File: config.mk
export PLATFORM = sky130hd
export DESIGN_NAME = first_fit_free_list_allocator
export DESIGN_NICKNAME = d
export VERILOG_FILES = /design/src/rtl/ffa_pkg.sv /design/src/rtl/first_fit_free_list_allocator.sv /design/src/rtl/ffa_cell.sv
export SDC_FILE = /design/constraint.sdc
export NUM_CORES = 2
export LEC_CHECK = 0
export BUFFER_PORTS_ARGS = -buffer_cell sky130_fd_sc_hd__buf_2
export CAP_MARGIN = 20
export CORE_MARGIN = 2
export CORE_UTILIZATION = 55
export CTS_CLUSTER_DIAMETER = 30
export DETAILED_ROUTE_END_ITERATION = 10
export PLACE_DENSITY_LB_ADDON = 0.2
export SETUP_SLACK_MARGIN = 0.15
export SLEW_MARGIN = 10
export SYNTH_ARGS = -nofsm -noshare
export SYNTH_HDL_FRONTEND = slang
export SYNTH_SLANG_ARGS = --single-unit
File: constraint.sdc
create_clock -name clk -period 5 [get_ports clk]
set_clock_uncertainty 0.2 [all_clocks]
set_input_delay 0.5 -clock clk [delete_from_list [all_inputs] [get_ports clk]]
set_output_delay 0.5 -clock clk [all_outputs]
set_load 0.02 [all_outputs]
File: src/rtl/ffa_pkg.sv
package ffa_pkg;

    localparam int FREE_ENTRIES = 32;
    localparam int COUNT_BITS   = 24;

    localparam int FIELD_BITS   = 24;
    localparam int MULT_BITS    = 3;
    localparam int STATUS_BITS  = 2;
    localparam int ADDR_BITS    = 4;
    localparam int DATA_BITS    = 32;

    localparam int K_BITS       = $clog2(FREE_ENTRIES);
    localparam int USED_BITS    = $clog2(FREE_ENTRIES + 1);
    localparam int WIDE_BITS    = COUNT_BITS + FIELD_BITS + MULT_BITS;

    localparam logic [FIELD_BITS-1:0] POOL_SIZE_RESET = 24'hFFFFFF;
    localparam logic [MULT_BITS-1:0]  MULT_RESET      = 3'd3;

    localparam logic OP_ALLOC = 1'b0;
    localparam logic OP_FREE  = 1'b1;

    localparam logic [STATUS_BITS-1:0] ST_OK        = 2'd0;
    localparam logic [STATUS_BITS-1:0] ST_NO_FIT    = 2'd1;
    localparam logic [STATUS_BITS-1:0] ST_LIST_FULL = 2'd2;

    localparam logic [1:0] REG_POOL_SIZE = 2'd0;
    localparam logic [1:0] REG_DYN_MODE  = 2'd1;
    localparam logic [1:0] REG_DYN_MULT  = 2'd2;

    typedef struct packed {
        logic [COUNT_BITS-1:0] offset;
        logic [COUNT_BITS-1:0] size;
    } ffa_entry_t;

    localparam ffa_entry_t ENTRY_RESET = '{offset: '0,
                                           size: COUNT_BITS'(POOL_SIZE_RESET)};

endpackage

File: src/rtl/first_fit_free_list_allocator.sv
// First-fit allocator over a list of free blocks held in a ring of cells.
// Input channel: in_valid/in_stall carry opcode (0 allocate, 1 free),
// vertex_count and start_offset. A transaction is taken when in_valid is
// high and in_stall is low. Output channel: out_valid/out_stall carry
// alloc_offset and status (0 ok, 1 no fit, 2 list full), one per input.
// Each transaction rotates the whole list once through the head cell, so
// the head examines one entry per cycle. An allocation that empties an
// entry other than the last one takes a second rotation (S_FILL) to move
// the last entry into the hole. After the rotation the block waits in
// S_EMIT, and the result register loads from there once the output
// register is free; the next transaction is taken in the cycle after the
// result loads. While out_stall holds the result, a new transaction may
// still be taken and worked on; it waits at its end until the output
// register is free. Reset leaves one free block covering the whole pool
// at offset zero and sets the registers to their defaults; no clearing
// pass is needed. Configuration must be written over the APB port only
// while the block is idle; the block itself does not enforce this.
module first_fit_free_list_allocator (
    input  logic                               clk,
    input  logic                               rst_n,
    input  logic                               psel,
    input  logic                               penable,
    input  logic                               pwrite,
    input  logic [ffa_pkg::ADDR_BITS-1:0]      paddr,
    input  logic [ffa_pkg::DATA_BITS-1:0]      pwdata,
    output logic [ffa_pkg::DATA_BITS-1:0]      prdata,
    output logic                               pready,
    input  logic                               in_valid,
    output logic                               in_stall,
    input  logic                               opcode,
    input  logic [ffa_pkg::FIELD_BITS-1:0]     vertex_count,
    input  logic [ffa_pkg::FIELD_BITS-1:0]     start_offset,
    output logic                               out_valid,
    input  logic                               out_stall,
    output logic [ffa_pkg::FIELD_BITS-1:0]     alloc_offset,
    output logic [ffa_pkg::STATUS_BITS-1:0]    status
);
    import ffa_pkg::*;

    typedef enum logic [3:0] {
        S_IDLE = 4'b0001,
        S_SCAN = 4'b0010,
        S_FILL = 4'b0100,
        S_EMIT = 4'b1000
    } state_t;

    state_t state_reg, state_next;

    logic [FIELD_BITS-1:0] pool_size_reg, pool_size_next;
    logic                  dyn_mode_reg, dyn_mode_next;
    logic [MULT_BITS-1:0]  dyn_mult_reg, dyn_mult_next;

    logic [K_BITS-1:0]     k_reg, k_next;
    logic [USED_BITS-1:0]  used_reg, used_next;
    logic                  found_reg, found_next;
    logic                  rm_reg, rm_next;
    logic                  hole_reg, hole_next;
    logic                  out_valid_reg, out_valid_next;

    logic                  op_reg, op_next;
    logic                  big_reg, big_next;
    logic                  full_reg, full_next;
    logic [COUNT_BITS-1:0] cnt_reg, cnt_next;
    logic [COUNT_BITS-1:0] start_reg, start_next;
    logic [K_BITS-1:0]     hit_reg, hit_next;
    ffa_entry_t            held_reg, held_next;
    logic [FIELD_BITS-1:0] res_off_reg, res_off_next;
    logic [FIELD_BITS-1:0]  alloc_offset_reg, alloc_offset_next;
    logic [STATUS_BITS-1:0] status_reg, status_next;

    ffa_entry_t cell_q [FREE_ENTRIES];
    ffa_entry_t tail;
    ffa_entry_t head;
    logic       shift;

    logic                  cfg_write;
    logic                  in_accept;
    logic [WIDE_BITS-1:0]  prod;
    logic [USED_BITS-1:0]  k_ext;
    logic                  in_list;
    logic                  last_hit;
    logic                  fits;
    logic                  pass_end;
    logic                  out_free;
    logic [COUNT_BITS-1:0] new_size;
    logic [COUNT_BITS-1:0] new_off;

    genvar gi;
    generate
        for (gi = 0; gi < FREE_ENTRIES; gi++)
        begin : g_cell
            if (gi == FREE_ENTRIES - 1)
            begin : g_tail
                ffa_cell u_cell (
                    .clk       (clk),
                    .rst_n     (rst_n),
                    .shift     (shift),
                    .entry_in  (tail),
                    .entry_out (cell_q[gi])
                );
            end
            else
            begin : g_body
                ffa_cell u_cell (
                    .clk       (clk),
                    .rst_n     (rst_n),
                    .shift     (shift),
                    .entry_in  (cell_q[gi+1]),
                    .entry_out (cell_q[gi])
                );
            end
        end
    endgenerate

    assign head      = cell_q[0];
    assign shift     = (state_reg == S_SCAN) || (state_reg == S_FILL);
    assign cfg_write = psel && penable && pwrite;
    assign in_stall  = (state_reg != S_IDLE);
    assign in_accept = in_valid && !in_stall;
    assign pready    = 1'b1;

    always_comb
    begin
        case (paddr[3:2])
            REG_POOL_SIZE: prdata = DATA_BITS'(pool_size_reg);
            REG_DYN_MODE:  prdata = DATA_BITS'(dyn_mode_reg);
            REG_DYN_MULT:  prdata = DATA_BITS'(dyn_mult_reg);
            default:       prdata = '0;
        endcase
    end

    always_comb
    begin
        if (dyn_mode_reg)
        begin
            prod = WIDE_BITS'(vertex_count) * WIDE_BITS'(dyn_mult_reg);
        end
        else
        begin
            prod = WIDE_BITS'(vertex_count);
        end
    end

    assign k_ext    = USED_BITS'(k_reg);
    assign in_list  = (k_ext < used_reg);
    assign last_hit = (k_ext == (used_reg - USED_BITS'(1)));
    assign fits     = (head.size >= cnt_reg);
    assign new_size = head.size - cnt_reg;
    assign new_off  = head.offset + cnt_reg;
    assign pass_end = (k_reg == K_BITS'(FREE_ENTRIES - 1));
    assign out_free = !out_valid_reg || !out_stall;

    always_comb
    begin
        state_next        = state_reg;
        pool_size_next    = pool_size_reg;
        dyn_mode_next     = dyn_mode_reg;
        dyn_mult_next     = dyn_mult_reg;
        k_next            = k_reg;
        used_next         = used_reg;
        found_next        = found_reg;
        rm_next           = rm_reg;
        hole_next         = hole_reg;
        op_next           = op_reg;
        big_next          = big_reg;
        full_next         = full_reg;
        cnt_next          = cnt_reg;
        start_next        = start_reg;
        hit_next          = hit_reg;
        held_next         = held_reg;
        res_off_next      = res_off_reg;
        alloc_offset_next = alloc_offset_reg;
        status_next       = status_reg;
        out_valid_next    = out_valid_reg && out_stall;
        tail              = head;

        if (cfg_write)
        begin
            case (paddr[3:2])
                REG_POOL_SIZE: pool_size_next = pwdata[FIELD_BITS-1:0];
                REG_DYN_MODE:  dyn_mode_next  = pwdata[0];
                REG_DYN_MULT:  dyn_mult_next  = pwdata[MULT_BITS-1:0];
                default:       pool_size_next = pool_size_reg;
            endcase
        end

        case (state_reg)
            S_IDLE:
            begin
                if (in_accept)
                begin
                    op_next    = opcode;
                    cnt_next   = prod[COUNT_BITS-1:0];
                    big_next   = |prod[WIDE_BITS-1:COUNT_BITS];
                    start_next = COUNT_BITS'(start_offset);
                    full_next  = (used_reg >= USED_BITS'(FREE_ENTRIES));
                    k_next     = '0;
                    found_next = 1'b0;
                    rm_next    = 1'b0;
                    hole_next  = 1'b0;
                    state_next = S_SCAN;
                end
            end
            S_SCAN:
            begin
                if (op_reg == OP_ALLOC)
                begin
                    if (!big_reg && in_list && !found_reg && fits)
                    begin
                        found_next   = 1'b1;
                        hit_next     = k_reg;
                        res_off_next = FIELD_BITS'(head.offset);
                        tail.offset  = new_off;
                        tail.size    = new_size;
                        if (new_size == '0)
                        begin
                            rm_next   = 1'b1;
                            hole_next = !last_hit;
                        end
                    end
                    else if (hole_reg && last_hit)
                    begin
                        held_next = head;
                    end
                end
                else if (!full_reg && (k_ext == used_reg))
                begin
                    tail.offset = start_reg;
                    tail.size   = big_reg ? '1 : cnt_reg;
                end

                k_next = k_reg + K_BITS'(1);
                if (pass_end)
                begin
                    k_next = '0;
                    if (op_reg == OP_ALLOC)
                    begin
                        if (rm_next)
                        begin
                            used_next = used_reg - USED_BITS'(1);
                        end
                    end
                    else if (!full_reg)
                    begin
                        used_next = used_reg + USED_BITS'(1);
                    end
                    state_next = hole_reg ? S_FILL : S_EMIT;
                end
            end
            S_FILL:
            begin
                if (k_reg == hit_reg)
                begin
                    tail = held_reg;
                end
                k_next = k_reg + K_BITS'(1);
                if (pass_end)
                begin
                    k_next     = '0;
                    state_next = S_EMIT;
                end
            end
            S_EMIT:
            begin
                if (out_free)
                begin
                    out_valid_next = 1'b1;
                    if (op_reg == OP_FREE)
                    begin
                        alloc_offset_next = '0;
                        status_next       = full_reg ? ST_LIST_FULL : ST_OK;
                    end
                    else if (found_reg)
                    begin
                        alloc_offset_next = res_off_reg;
                        status_next       = ST_OK;
                    end
                    else
                    begin
                        alloc_offset_next = pool_size_reg;
                        status_next       = ST_NO_FIT;
                    end
                    state_next = S_IDLE;
                end
            end
            default:
            begin
                state_next = S_IDLE;
            end
        endcase
    end

    always_ff @(posedge clk or negedge rst_n)
    begin
        if (!rst_n)
        begin
            state_reg     <= S_IDLE;
            pool_size_reg <= POOL_SIZE_RESET;
            dyn_mode_reg  <= 1'b0;
            dyn_mult_reg  <= MULT_RESET;
            k_reg         <= '0;
            used_reg      <= USED_BITS'(1);
            found_reg     <= 1'b0;
            rm_reg        <= 1'b0;
            hole_reg      <= 1'b0;
            out_valid_reg <= 1'b0;
        end
        else
        begin
            state_reg     <= state_next;
            pool_size_reg <= pool_size_next;
            dyn_mode_reg  <= dyn_mode_next;
            dyn_mult_reg  <= dyn_mult_next;
            k_reg         <= k_next;
            used_reg      <= used_next;
            found_reg     <= found_next;
            rm_reg        <= rm_next;
            hole_reg      <= hole_next;
            out_valid_reg <= out_valid_next;
        end
    end

    always_ff @(posedge clk)
    begin
        op_reg           <= op_next;
        big_reg          <= big_next;
        full_reg         <= full_next;
        cnt_reg          <= cnt_next;
        start_reg        <= start_next;
        hit_reg          <= hit_next;
        held_reg         <= held_next;
        res_off_reg      <= res_off_next;
        alloc_offset_reg <= alloc_offset_next;
        status_reg       <= status_next;
    end

    assign out_valid    = out_valid_reg;
    assign alloc_offset = alloc_offset_reg;
    assign status       = status_reg;

endmodule

File: src/rtl/ffa_cell.sv
module ffa_cell (
    input  logic               clk,
    input  logic               rst_n,
    input  logic               shift,
    input  ffa_pkg::ffa_entry_t entry_in,
    output ffa_pkg::ffa_entry_t entry_out
);
    import ffa_pkg::*;

    ffa_entry_t entry_reg;
    ffa_entry_t entry_next;

    // Every cell resets to the initial whole-pool block; only cell 0 counts as listed.
    always_comb
    begin
        entry_next = entry_reg;
        if (shift)
        begin
            entry_next = entry_in;
        end
    end

    always_ff @(posedge clk or negedge rst_n)
    begin
        if (!rst_n)
        begin
            entry_reg <= ENTRY_RESET;
        end
        else
        begin
            entry_reg <= entry_next;
        end
    end

    assign entry_out = entry_reg;

endmodule
* Word-level counts from Yosys, hierarchy flattened
Index checks and enable logic that the tools add are counted.
Word-level totals: register bits after elaboration 1737, bits in latches 0, memory bits (writable) 0, ROM bits 0, bits of input ports 92, output and inout bits 61, memories 0
Operators by class: $add $sub $neg 5, multipliers 1, divide/modulo/power cells 0, $lt $le $gt $ge 3, equality and inequality tests 19, shift-type cells 0, multiplexer cells 39, bitwise operators 2, reductions and logical operators 38
Operators by type and width (number):
- two-way mux 48 bit | 4
- case mux 48 bit (2 select lines) | 1
- case mux 24 bit (3 select lines) | 1
- two-way mux 24 bit | 2
- multiplier 24 x 3 -> 27 bit | 1
- two-way mux 27 bit | 1
- OR reduction 27 bit | 1
- adder 24 bit | 1
- >= comparator 24 bit | 1
- zero test 24 bit | 1
- subtractor 24 bit | 1
- two-way mux 4 bit | 5
- two-way mux 6 bit | 3
- case mux 4 bit (4 select lines) | 1
- AND reduction 4 bit | 4
- AND reduction 2 bit | 7
- two-way mux 1 bit | 13
- equality test 5 x 6 -> 1 bit | 2
- != test 2 bit, second input constant | 6
- two-way mux 5 bit | 2
- case mux 5 bit (2 select lines) | 1
- logical AND 1 bit | 9
- zero test 1 bit | 7
- adder 6 x 1 -> 6 bit, second input constant | 1
- 23 further kinds | 31

* Depth between registers and ports, before layout
depth after elaboration 9, mapped depth 19

* Cells and area by module
A second synthesis with hierarchy kept.
Second synthesis, totals: cells, all modules 4849, area total of the unflattened synthesis 75763.9 um2
Modules (own cells, without submodules):
- ffa_cell | instances 32, cells each 101, area an instance 1890.6 um2, sequential area each 1231.2 um2
- first_fit_free_list_allocator | instances 1, cells each 1617, area an instance 15265.9 um2, sequential area each 5835.6 um2

* Least setup slack after synthesis
OpenSTA, ideal clock, no wires.
path type flip-flop to flip-flop, start point reg dyn_mult_reg[1], end point reg cnt_reg[23] (data pin), setup time 260 ps, arrival 4281 ps, slack 260 ps, stages on the path, launching flop included 18, period minus slack after synthesis 4740 ps, path through dfstp_2 -> clkbuf_1 -> clkbuf_1 -> nand2_1 -> fa_1 -> inv_1 -> ha_1 -> a211oi_1 -> o21a_1 -> o31ai_1 -> or4_1 -> a31o_1 -> a21o_1 -> nor2b_1 -> nor3_1 -> o21ai_1 -> xor2_1 -> mux2_2
On the way: cells in the longest elaborated chain, start to end 2
RTL lines:
- start: declaration | line first_fit_free_list_allocator.sv:51 | logic [MULT_BITS-1:0] dyn_mult_reg, dyn_mult_next;
- start signal: assignment | line first_fit_free_list_allocator.sv:313 | dyn_mult_reg <= dyn_mult_next;
- multiplier 24 x 3 -> 27 bit | line first_fit_free_list_allocator.sv:136 | prod = WIDE_BITS'(vertex_count) * WIDE_BITS'(dyn_mult_reg);
- two-way mux 27 bit | line first_fit_free_list_allocator.sv:134 | if (dyn_mode_reg)
- net prod[23] | line first_fit_free_list_allocator.sv:78 | logic [WIDE_BITS-1:0] prod;
- end signal: assignment | line first_fit_free_list_allocator.sv:328 | cnt_reg <= cnt_next;
- end: declaration | line first_fit_free_list_allocator.sv:63 | logic [COUNT_BITS-1:0] cnt_reg, cnt_next;
The timed path passes the listed nets, and every way through them passes these cells. A chain may end at the register's enable or synchronous reset.

* Final worst setup path
Ends and elaborated chain as after synthesis.

==> results by group <==
Outcome
  • Status: complete, no violations

Timing
  • Final hold viol count: 0
  • Fin crit period: between 4 and 5 ns
  • Period utilization: 92.5%
  • Final Max Slew Viols: 0
  • Total negative setup slack: 0 ns
  • Slew at the pin with the worst max-slew slack: roughly 1.1 ns
  • Peak clock frequency supported by timing: 216 MHz
  • Final count of negative-setup-slack endpoints: 0
  • Tightest slew margin relative to the limit: approximately a quarter
  • Least setup slack across all paths after layout: 0.375 ns
  • RSZ-0062 raised after global routing: no

Die
  • Core area: 131,000 µm²
  • Initial cell density of the core: 55.2%
  • Die outline area: about 130,000 µm²
  • Die Ht: ~370 µm
  • I/O pin cnt: 153
  • Floorplan row count: about 130
  • DIE WIDTH: around 370 µm

Logic synthesis
  • Number of instances in the synthesized netlist: 7,918
  • Area fraction in and, or, nand and nor cells after synthesis: 26.6%
  • Syn avg cell area: 9.14 µm²
  • Compound-Gate Fraction of Synth Area: 3.07%
  • Share of async-settable or async-resettable flops after synthesis: 91.1%
  • Library cells used by synthesis: 73
  • Synthesized-area fraction occupied by adder cells: under 10%
  • Xor and xnor area share after synthesis: less than 1%
  • Post-synthesis mux area share: 2.12%
  • Largest family of logic cells by synthesized area: simple AND/OR/NAND/NOR gates
  • Sequential share of the synthesized area: a little over three fifths
  • Number of enable-type register cells in the synthesized netlist: 154
  • Commonest register cell after synthesis: sky130_fd_sc_hd__dfstp_2
  • FF+latch count, synth: 1,737
  • Post-synthesis instance area: just over 70,000 µm²
  • Warnings, synthesis: 0

Routing
  • Detail Route Antenna Nets: 0
  • Remaining design rule violation count: 0
  • Final Routed Wirelength: between 150,000 and 200,000 µm
  • DR pass1 iterations: 5
  • Routed length per placed instance: 15.6 µm
  • DR vias: 52,430
  • Via-per-instance ratio: 5.13
  • Drt initial violations: slightly above 4,000

Layout
  • Count of nets after finishing: roughly 8,400
  • Filler instances: 9,936
  • Fraction of final layout cells with drive strength greater than 1: 20.2%
  • Top library cells by usage in the layout, fill and taps aside: sky130_fd_sc_hd__nand2_1, sky130_fd_sc_hd__dfstp_2, sky130_fd_sc_hd__dfrtp_1
  • Leading cell type in the layout, fill and taps excluded: sky130_fd_sc_hd__nand2_1
  • Area added between synthesis and finish: 22.0%
  • Max reg flops: 1,488

Setup path
  • Critical path launch point type: register
  • Reg-to-reg setup timing slack: 0.38 ns
  • Critical Path Sink Type: register
  • Crit path from: dyn_mult_reg[1]
  • R2R depth: 15
  • Arrival time of the worst setup path: 5.07 ns
  • RR Endpoint: cnt_reg[23]
  • Beginning of the worst register-to-register path: dyn_mult_reg[1]
  • Required time reported for the critical path endpoint: roughly 5.4 ns
  • Critical Setup Path Class: reg2reg
  • Largest fanout on the critical path: 9

Worst hold path
  • Hold path start: paddr[3]
  • Class of the tightest hold or removal check: in2reg
  • Capture endpoint of the worst hold path: dyn_mult_reg[0]
  • Worst Hold Depth: 3

Global route
  • Number of antenna violations at the first check in global routing: 4
  • Vias in the first global route: 53,377
  • Maximum number of pins on one net before global-route repair: 170
  • Wire length of the first global-routing pass: 272,000 µm
  • Global route overflow: 0
  • Total Routing Usage GR: 24.3%

Clock network
  • Reg clk slew, reported paths: 0.04 ns
  • CTS root buf: sky130_fd_sc_hd__clkbuf_16
  • Deepest clock path buffer count: 4
  • Quantity of gates resized following cts: 0
  • CTS tree: done
  • Clock latency on the worst-skew pair: 0.90 ns
  • Count of buffers added by post-CTS timing repair for setup: 0
  • Clock buffers created by TritonCTS: 360
  • Total number of clock tree sinks: between 1,500 and 2,000
  • Total number of H-tree levels: 5

Placement
  • Final HPWL DP: 92,200 µm
  • Gpl congestion: just under 0.9
  • Number of buffer cells added on primary ports: 133
  • Worst setup timing slack at the placement stage: 0.383 ns

Pwr
  • Cell area power density: roughly 540 nW/µm²
  • Maximum ir drop on the vdd rail: between 300 and 400 µV
  • Leakage: 0.0447 µW

Run
  • Reported max-cap violation count: 0
-- worst max path at each step --
stage | depth (start not counted) | endpoint
global placement | 16 | cnt_reg[23]
finish | 15 | cnt_reg[23]
global route | 15 | cnt_reg[23]
floorplan | 17 | cnt_reg[23]
CTS | 15 | cnt_reg[23]
detailed placement | 16 | cnt_reg[23]
-- worst max-delay path, stage by stage (launching register included) --
cell and delay, ns:
sky130_fd_sc_hd__dfstp_2 0.62, sky130_fd_sc_hd__nand2_1 0.10, sky130_fd_sc_hd__fa_1 0.54, sky130_fd_sc_hd__inv_1 0.05, sky130_fd_sc_hd__ha_1 0.30, sky130_fd_sc_hd__a211oi_1 0.37, sky130_fd_sc_hd__o21a_1 0.22, sky130_fd_sc_hd__o31ai_1 0.11
sky130_fd_sc_hd__or4_1 0.45, sky130_fd_sc_hd__a31o_1 0.23, sky130_fd_sc_hd__a21o_1 0.21, sky130_fd_sc_hd__nor2b_1 0.15, sky130_fd_sc_hd__nor3_1 0.31, sky130_fd_sc_hd__o21ai_1 0.13, sky130_fd_sc_hd__xor2_1 0.15, sky130_fd_sc_hd__mux2_2 0.26
-- power breakdown --
part,total (µW),internal (µW),switching [µW]
combinational,6160,1810,4350
clock,24100,16500,7590
sequential,17100,16200,945
-- routing by layer --
layer | up-vias | global-route usage [%] | share of wire (%)
li1 | 25381 | - | -
met1 | 25748 | 34.0 | 46
met2 | 969 | 38.9 | 48
met3 | 332 | 3.84 | 3.8
met4 | 0 | 8.34 | 2.6
met5 | - | 0 | 0
-- final cells by class --
cell class / count / area, µm² / share of cell area [%]
sequential: 1737 / 45200 / 51.2
multi-input combinational: 5673 / 25300 / 28.6
clock buffer: 461 / 10100 / 11.4
timing repair buffer: 322 / 2820 / 3.20
clock inverter: 185 / 2330 / 2.64
tap: 1755 / 2200 / 2.49
inverter: 94 / 353 / 0.400
antenna: 2 / 5.00 / 0.00567
-- through the flow --
stage | cells | hold slack [ns] | power [µW] | instance area (µm²) | util (%)
2_1_floorplan | 7925 | 0.00441 | 21200 | 72400 | -
3_3_place_gp | 9496 | 0.238 | 23300 | 75000 | 57.2
3_5_place_dp | 9497 | 0.240 | 23400 | 75000 | 57.2
4_1_cts | 10225 | 0.000194 | 47800 | 88300 | 67.3
5_1_grt | 10227 | 0.0744 | 49400 | 88300 | 67.3
6_report | 10229 | 0.0794 | 47400 | 88300 | 67.3
-- cell families (layout without fill, tap and decap cells) --
logic type / count (synthesis) / in the layout
adder cells (fa/ha/maj): 108 / 108
flip-flops: 1737 / 1737
other: 2 / 11
XOR/XNOR: 72 / 72
AO/OA/AOI/OAI: 338 / 338
buffers and inverters: 515 / 1062
AND/OR/NAND/NOR: 4999 / 4999
multiplexers: 147 / 147
-- Yosys cell counts (all sizes together) (3+ instances only) --
cell type     n  area share [%]
a211oi        8           0.083
a21o         28            0.29
a21oi        86            0.59
a221o         3           0.041
a31oi        14            0.13
and2         40            0.35
and3         11           0.095
buf          18            0.14
clkbuf      403             2.1
dfrtp       787              27
dfstp       796              29
edfxtp      154             6.4
fa           25            0.69
ha           83             1.4
inv          94            0.49
mux2         48            0.75
mux2i        99             1.4
nand2      4645              24
nand2b       12            0.10
nand3        36            0.25
nand3b        4           0.041
nand4        12            0.11
nor2        122            0.64
nor2b        15            0.13
nor3         73            0.51
nor3b         3           0.031
nor4          5           0.043
o2111ai       3           0.036
o211ai        7           0.073
o21a         24            0.25
o21ai        77            0.53
o21bai        4           0.041
o221ai       40            0.48
o22ai         3           0.026
o311ai        6           0.073
o31a          4           0.048
o31ai         9           0.093
o41ai         3           0.047
or2           5           0.043
or3           8           0.069
or4           3           0.031
xnor2        50            0.60
xor2         22            0.27
-- repair_timing --
action	4_1_cts	5_1_grt
hold buffers	82	0
hold endpoints to repair	383	0
endpoints found under the setup margin	0	0
Power figures use the tool's default switching activity.
